File: config.mk
export PLATFORM = sky130hd
export DESIGN_NAME = smma_front
export DESIGN_NICKNAME = d
export VERILOG_FILES = /design/src/rtl/smma_pkg.sv /design/src/rtl/smma_front.sv
export SDC_FILE = /design/constraint.sdc
export NUM_CORES = 1
export LEC_CHECK = 0
export BUFFER_PORTS_ARGS = -buffer_cell sky130_fd_sc_hd__buf_4
export CAP_MARGIN = 20
export CORE_MARGIN = 2
export CORE_UTILIZATION = 45
export DETAILED_ROUTE_END_ITERATION = 8
export PLACE_DENSITY_LB_ADDON = 0.08
export SETUP_SLACK_MARGIN = 0.1
export SLEW_MARGIN = 20
export SYNTH_ARGS = -nofsm -noshare
export SYNTH_HDL_FRONTEND = slang
export SYNTH_SLANG_ARGS = --single-unit
File: constraint.sdc
create_clock -name i_clk -period 3.71 [get_ports i_clk]
set_clock_uncertainty 0.05 [all_clocks]
set_input_delay 0.1855 -clock i_clk [delete_from_list [all_inputs] [get_ports i_clk]]
set_output_delay 0.1855 -clock i_clk [all_outputs]
set_load 0.05 [all_outputs]
File: src/rtl/smma_pkg.sv
// Package: shared types and codes for the sparse matrix merge-add block.
`timescale 1ns / 1ps
package smma_pkg;

    localparam int IDX_W      = 16;
    localparam int VAL_W      = 32;
    localparam int CMD_W      = 2;
    localparam int STATUS_W   = 2;
    localparam int CFG_IDX_W  = 2;
    localparam int CFG_DATA_W = 17;

    localparam logic [CMD_W-1:0] CMD_LOAD_A = 2'd0;
    localparam logic [CMD_W-1:0] CMD_LOAD_B = 2'd1;
    localparam logic [CMD_W-1:0] CMD_MERGE  = 2'd2;
    localparam logic [CMD_W-1:0] CMD_NONE   = 2'd3;

    localparam logic [STATUS_W-1:0] STATUS_ENTRY    = 2'd0;
    localparam logic [STATUS_W-1:0] STATUS_MISMATCH = 2'd1;
    localparam logic [STATUS_W-1:0] STATUS_EMPTY    = 2'd2;

    localparam logic [CFG_IDX_W-1:0] REG_ROWS_A = 2'd0;
    localparam logic [CFG_IDX_W-1:0] REG_COLS_A = 2'd1;
    localparam logic [CFG_IDX_W-1:0] REG_ROWS_B = 2'd2;
    localparam logic [CFG_IDX_W-1:0] REG_COLS_B = 2'd3;

    localparam logic [CFG_DATA_W-1:0] DIM_RESET = 17'h10000;

    typedef enum logic [1:0] {
        KIND_LOAD_A,
        KIND_LOAD_B,
        KIND_MERGE
    } t_kind;

    typedef struct packed {
        logic  valid;
        t_kind kind;
    } t_q_head;

    typedef enum logic [1:0] {
        ST_IDLE,
        ST_PRIME,
        ST_RUN
    } t_state;

    typedef struct packed {
        logic pop;
        logic we_a;
        logic we_b;
        logic set_ovf;
        logic emit;
        logic special;
        logic clear;
    } t_ctl;

endpackage

File: src/rtl/smma_front.sv
// Front end: accepts items, classifies commands and queues them for the back end.
`timescale 1ns / 1ps
module smma_front #(
    parameter int INDEX_BITS = 16,
    parameter int VALUE_BITS = 32
) (
    input  logic                          i_clk,
    input  logic                          i_rst_n,
    input  logic                          i_valid,
    output logic                          o_stall,
    input  logic [smma_pkg::CMD_W-1:0]    i_cmd,
    input  logic [smma_pkg::IDX_W-1:0]    i_row,
    input  logic [smma_pkg::IDX_W-1:0]    i_col,
    input  logic signed [smma_pkg::VAL_W-1:0] i_value,
    output smma_pkg::t_q_head             o_head,
    output logic [INDEX_BITS-1:0]         o_q_row,
    output logic [INDEX_BITS-1:0]         o_q_col,
    output logic [VALUE_BITS-1:0]         o_q_value,
    input  logic                          i_pop
);
    import smma_pkg::*;

    t_kind                 r_kind  [2];
    logic [INDEX_BITS-1:0] r_row   [2];
    logic [INDEX_BITS-1:0] r_col   [2];
    logic [VALUE_BITS-1:0] r_value [2];
    logic                  r_wr_ptr;
    logic                  r_rd_ptr;
    logic [1:0]            r_count;

    logic  w_accept;
    logic  w_push;
    logic  w_do_pop;
    t_kind w_kind;

    assign o_stall  = (r_count == 2'd2);
    assign w_accept = i_valid && !o_stall;

    always_comb begin
        w_kind = KIND_MERGE;
        w_push = 1'b0;
        unique case (i_cmd)
            CMD_LOAD_A: begin
                w_kind = KIND_LOAD_A;
                w_push = w_accept;
            end
            CMD_LOAD_B: begin
                w_kind = KIND_LOAD_B;
                w_push = w_accept;
            end
            CMD_MERGE: begin
                w_kind = KIND_MERGE;
                w_push = w_accept;
            end
            CMD_NONE: begin
                w_push = 1'b0;
            end
        endcase
    end

    assign w_do_pop = i_pop && (r_count != 2'd0);

    always_ff @(posedge i_clk) begin
        if (w_push) begin
            r_kind[r_wr_ptr]  <= w_kind;
            r_row[r_wr_ptr]   <= i_row[INDEX_BITS-1:0];
            r_col[r_wr_ptr]   <= i_col[INDEX_BITS-1:0];
            r_value[r_wr_ptr] <= i_value[VALUE_BITS-1:0];
        end
    end

    always_ff @(posedge i_clk) begin
        if (!i_rst_n) begin
            r_wr_ptr <= 1'b0;
            r_rd_ptr <= 1'b0;
            r_count  <= 2'd0;
        end else begin
            if (w_push) begin
                r_wr_ptr <= !r_wr_ptr;
            end
            if (w_do_pop) begin
                r_rd_ptr <= !r_rd_ptr;
            end
            r_count <= r_count + 2'(w_push) - 2'(w_do_pop);
        end
    end

    assign o_head.valid = (r_count != 2'd0);
    assign o_head.kind  = r_kind[r_rd_ptr];
    assign o_q_row      = r_row[r_rd_ptr];
    assign o_q_col      = r_col[r_rd_ptr];
    assign o_q_value    = r_value[r_rd_ptr];
endmodule

## Word-level counts from Yosys, hierarchy flattened

Memories as Yosys holds them, arrays and structs flattened. A register that Yosys moved wholly into a read port is not among the register bits.
Cells that the tools add are included.

| storage, ports and cells | value |
|---|---|
| output and inout port bits | 68 |
| bits in writable memories | 132 |
| flip-flop bits (word level) | 4 |
| memories kept | 4 |
| word-level logic and storage cells | 33 |

| operators by class | value |
|---|---|
| multiplexer cells | 12 |
| $add $sub $neg | 2 |
| reductions and logical operators | 8 |
| eq/ne operators | 4 |

Memory list:

| name | words | bits a word | rd ports | clocked after Yosys merged registers in | wr ports | RTL line | RTL |
|---|---|---|---|---|---|---|---|
| r_value | 2 | 32 | 1 | 1 | 1 | smma_front.sv:26 | `logic [VALUE_BITS-1:0] r_value [2];` |
| r_col | 2 | 16 | 1 | 1 | 1 | smma_front.sv:25 | `logic [INDEX_BITS-1:0] r_col [2];` |
| r_row | 2 | 16 | 1 | 1 | 1 | smma_front.sv:24 | `logic [INDEX_BITS-1:0] r_row [2];` |
| r_kind | 2 | 2 | 1 | 1 | 1 | smma_front.sv:23 | `t_kind r_kind [2];` |

Operators with widths:

| cell | number |
|---|---|
| 1-bit 2-to-1 mux | 10 |
| 2-bit equality test (second input constant) | 3 |
| 2-bit one-hot mux with 2 select lines | 1 |
| 1-bit zero test | 3 |
| 3-bit OR reduction | 1 |
| 2-bit by 1-bit adder with 2-bit output | 1 |
| 2-bit by 1-bit equality test with 1-bit output (second input constant) | 1 |
| 1-bit logical AND | 2 |
| 2-bit zero test | 1 |
| 1-bit one-hot mux with 2 select lines | 1 |
| 2-bit nonzero test | 1 |
| 2-bit by 1-bit subtractor with 2-bit output | 1 |

## Longest topological paths before layout

| logic depth | value |
|---|---|
| depth in word-level cells | 6 |
| gate-level depth with buffers | 8 |

## Worst setup path after synthesis

Ideal clock, no wire load.

| timing | value |
|---|---|
| path kind | reg2reg |
| start | register r_count[1] |
| end | memory r_col[0][0], enable pin |
| slack | -0.469 ns |
| clock period less this slack | 4.179 ns |
| path buffers | 0 |
| stages on the path, launching flop included | 4 |
| library setup time | 0.490 ns |
| data arrival time | 3.639 ns |
| path through | dfxtp_1 -> nor2b_1 -> nand3b_4 -> nor2_1 |

| on the way | value |
|---|---|
| longest elaborated chain between the ends | 6 |

RTL lines:

| what | RTL line | RTL |
|---|---|---|
| start, declared | smma_front.sv:29 | `logic [1:0] r_count;` |
| start signal, assigned | smma_front.sv:84 | `r_count <= r_count + 2'(w_push) - 2'(w_do_pop);` |
| 2-bit equality test | smma_front.sv:36 | `assign o_stall = (r_count == 2'd2);` |
| named net o_stall | smma_front.sv:10 | `output logic o_stall,` |
| 1-bit zero test | smma_front.sv:37 | `assign w_accept = i_valid && !o_stall;` |
| 1-bit logical AND | smma_front.sv:37 |  |
| 1-bit one-hot mux with 2 select lines | smma_front.sv:42 | `unique case (i_cmd)` |
| 1-bit 2-to-1 mux | smma_front.sv:64 | `if (w_push) begin` |
| 1-bit 2-to-1 mux (implied by the code) | smma_front.sv:67 | `r_col[r_wr_ptr] <= i_col[INDEX_BITS-1:0];` |
| end, declared | smma_front.sv:25 |  |

The timed path passes the listed nets, and every way through them passes these cells.

==> out/qor.txt <==
Area Overhead vs Synth -> 47.3%
Worst Hold Depth -> 3
Synth Register Bits -> 137
H-tree depth -> 4
Syn nets -> 305
Hold_sp -> i_valid
Total Routing Usage GR -> 15.4%
R2R cell count -> 4
Crit-path slowest cell -> dfxtp_4
Placed cells -> 508
Synth Area in XOR/XNOR -> 0.507%
Worst Max-Slew Pin Slew -> 826 ps
Status -> complete, no violations
Max clock buf depth -> 2
Fin crit period -> 2230 ps
Largest net degree at the start of global routing -> 67
Yosys top cell by area -> edfxtp_1
DRT Pass-1 Iters -> 4
Slew Limit Fails -> 0
Number of fill cells -> 791
Core region area -> 11300 µm²
Number of library cell types mapped by synthesis -> 18
Full die area -> 12400 µm²
Share of cells above drive strength 1 -> 51.7%
Die width -> 111 µm
Worst EP required -> 3470 ps
Post-CTS setup buffers -> 0
Critical path class -> register to output pin
EDFF count, synth -> 132
Worst path arrival time -> 1990 ps
CTS tree -> done
Top cells by area, synth -> edfxtp_1, mux2_4, mux2_2
Compound-Gate Fraction of Synth Area -> 0.145%
Max Freq -> 0.449 GHz
Pre-CTS setup slack -> 1630 ps
CTS clock-pin slew for the worst setup and hold paths -> 50 ps
Part of the Yosys area used for sequential elements -> 78.4%
Crit end category -> output pin
MaxCap Viol Count -> 0
Main synth FF type -> edfxtp_1
DRC viols -> 0
Startpoint types -> register
WL per Instance -> 15.5 µm
Global-route wire length before repair -> 14300 µm
GRT overflow -> 0
Synthesized area -> 5190 µm²
Vias -> 2792
TritonCTS Buffers -> 17
Synth top area share -> 76.4%
Leakage Power -> 2.95 nW
RSZ-0062 raised after global routing -> false
Resize count post-CTS -> 0
Crit-path max cell delay -> 660 ps
Die height -> 111 µm
DRT iter0 DRCs -> 150
Antenna violations before repair -> 0
# rows -> 39
CTS sink count -> 137
Worst-path fanout max -> 42
Most common cell in the netlist -> edfxtp_1
Power per Cell Area -> 715 nW/µm²
Period utilization -> 60.0%
Final setup fails -> 0
Min-delay worst type -> input port to register
Syn Inst Count -> 233
Diode count -> 0
Cts hold-fix bufs -> 66
Wirelength, routed -> 9420 µm
Clk Latency, worst-skew pair -> 400 ps
Via/cell ratio -> 4.60
Fin. Hold Viols -> 0
Vias in the first global route -> 2845
Initial Utilization -> 45.8%
Worst rel slew slack -> 44.8%
GP Congestion -> 0.666
Multiplexer area fraction after synthesis -> 17.4%
Final Util -> 67.5%
VDD IR max -> 418 µV
Reg-to-Reg Start -> r_count[1]
Simple-gate share of the synthesized area -> 1.59%
Post-synth top cells -> edfxtp_1, mux2_4, mux2_2
Port-buffer cells -> 137
Async set-reset flop share out of synthesis -> 0%
Largest family of logic cells by synthesized area -> multiplexers
Post-Syn Area per Cell -> 22.3 µm²
Clk root buf -> clkbuf_16
IO Count -> 138
Final net count -> 523
HPWL after detailed placement -> 5680 µm
Syn. warnings -> 0
Post-route ant nets -> 0
CP cell instances -> buf_16 > mux2_2 > buf_4
Area share of fa/ha/maj cells after synthesis -> 0.483%
Non-filler cells in the finished layout -> 607
Setup_tns -> 0 ps
Final worst slack -> 1480 ps
[through the flow]
step,hold slack (ps),area [µm²],power [mW]
after detailed placement,323,6390,3.88
after global routing,92.1,7640,5.67
after floorplan,234,5190,3.40
after CTS,81.5,7610,5.50
after global placement,320,6390,3.87
final,94.1,7640,5.46
[sequential cells by signal (all words and copies together), names as in the netlist, named ones only]
signal,count
r_value,64
r_col,32
r_row,32
r_kind,4
r_count,2
r_rd_ptr,1
r_wr_ptr,1
[layout by cell type, fill, tap and decap left out, drive strengths merged]
cell type    instances
buf                141
edfxtp             132
dlygate4sd3         66
mux2                66
clkbuf              18
clkinv               7
clkinvlp             5
dfxtp                5
nor2b                4
nand2                3
xnor2                3
inv                  2
nor2                 2
and2                 2
ha                   2
bufinv               2
o21a                 1
nand3b               1
or2                  1
mux2i                1
[kinds of logic after synthesis]
| kind of cell | Yosys count |
|---|---|
| buf+inv | 10 |
| compound gates | 1 |
| fa+ha+maj | 2 |
| xor+xnor | 3 |
| simple gates | 13 |
| flops | 137 |
| mux | 67 |
[where the power goes]
part	total, mW	leakage, nW	switching, mW	internal (mW)
clock	1.56	0.260	0.589	0.976
sequential	2.00	1.26	0.0958	1.90
combinational	1.90	1.43	1.16	0.737
total	5.46	2.95	1.84	3.62
[critical path, delay by kind of cell, from the launching register on]
| kind | cells | cell delay [ps] |
|---|---|---|
| muxes | 1 | 390 |
| DFF | 1 | 660 |
| buffers and inverters | 2 | 520 |
[routing by layer]
| layer | GRT usage, % | vias up | routed length (µm) |
|---|---|---|---|
| li1 | - | 1349 | - |
| met1 | 18.3 | 1323 | 4030 |
| met2 | 25.1 | 99 | 4550 |
| met3 | 5.93 | 21 | 646 |
| met4 | 6.75 | 0 | 193 |
| met5 | 0 | - | 0 |
[final cells by class]
| cell class | count | area, µm² | area share (%) |
|---|---|---|---|
| Sequential cell | 137 | 4070 | 53.2 |
| Timing Repair Buffer | 207 | 1760 | 23.1 |
| Multi-Input combinational cell | 86 | 1060 | 13.9 |
| Clock buffer | 18 | 429 | 5.62 |
| Tap cell | 143 | 179 | 2.34 |
| Clock inverter | 14 | 133 | 1.74 |
| Inverter | 2 | 7.51 | 0.0983 |
[final timing paths]
| path | endpoint | slack (ps) |
|---|---|---|
| max | o_head[1] | 1480 |
| min | r_wr_ptr | 90 |
| max reg2reg | r_row[0][10] | 1640 |
| min reg2reg | r_wr_ptr | 460 |
No activity file was read; power rests on OpenSTA's default activity.
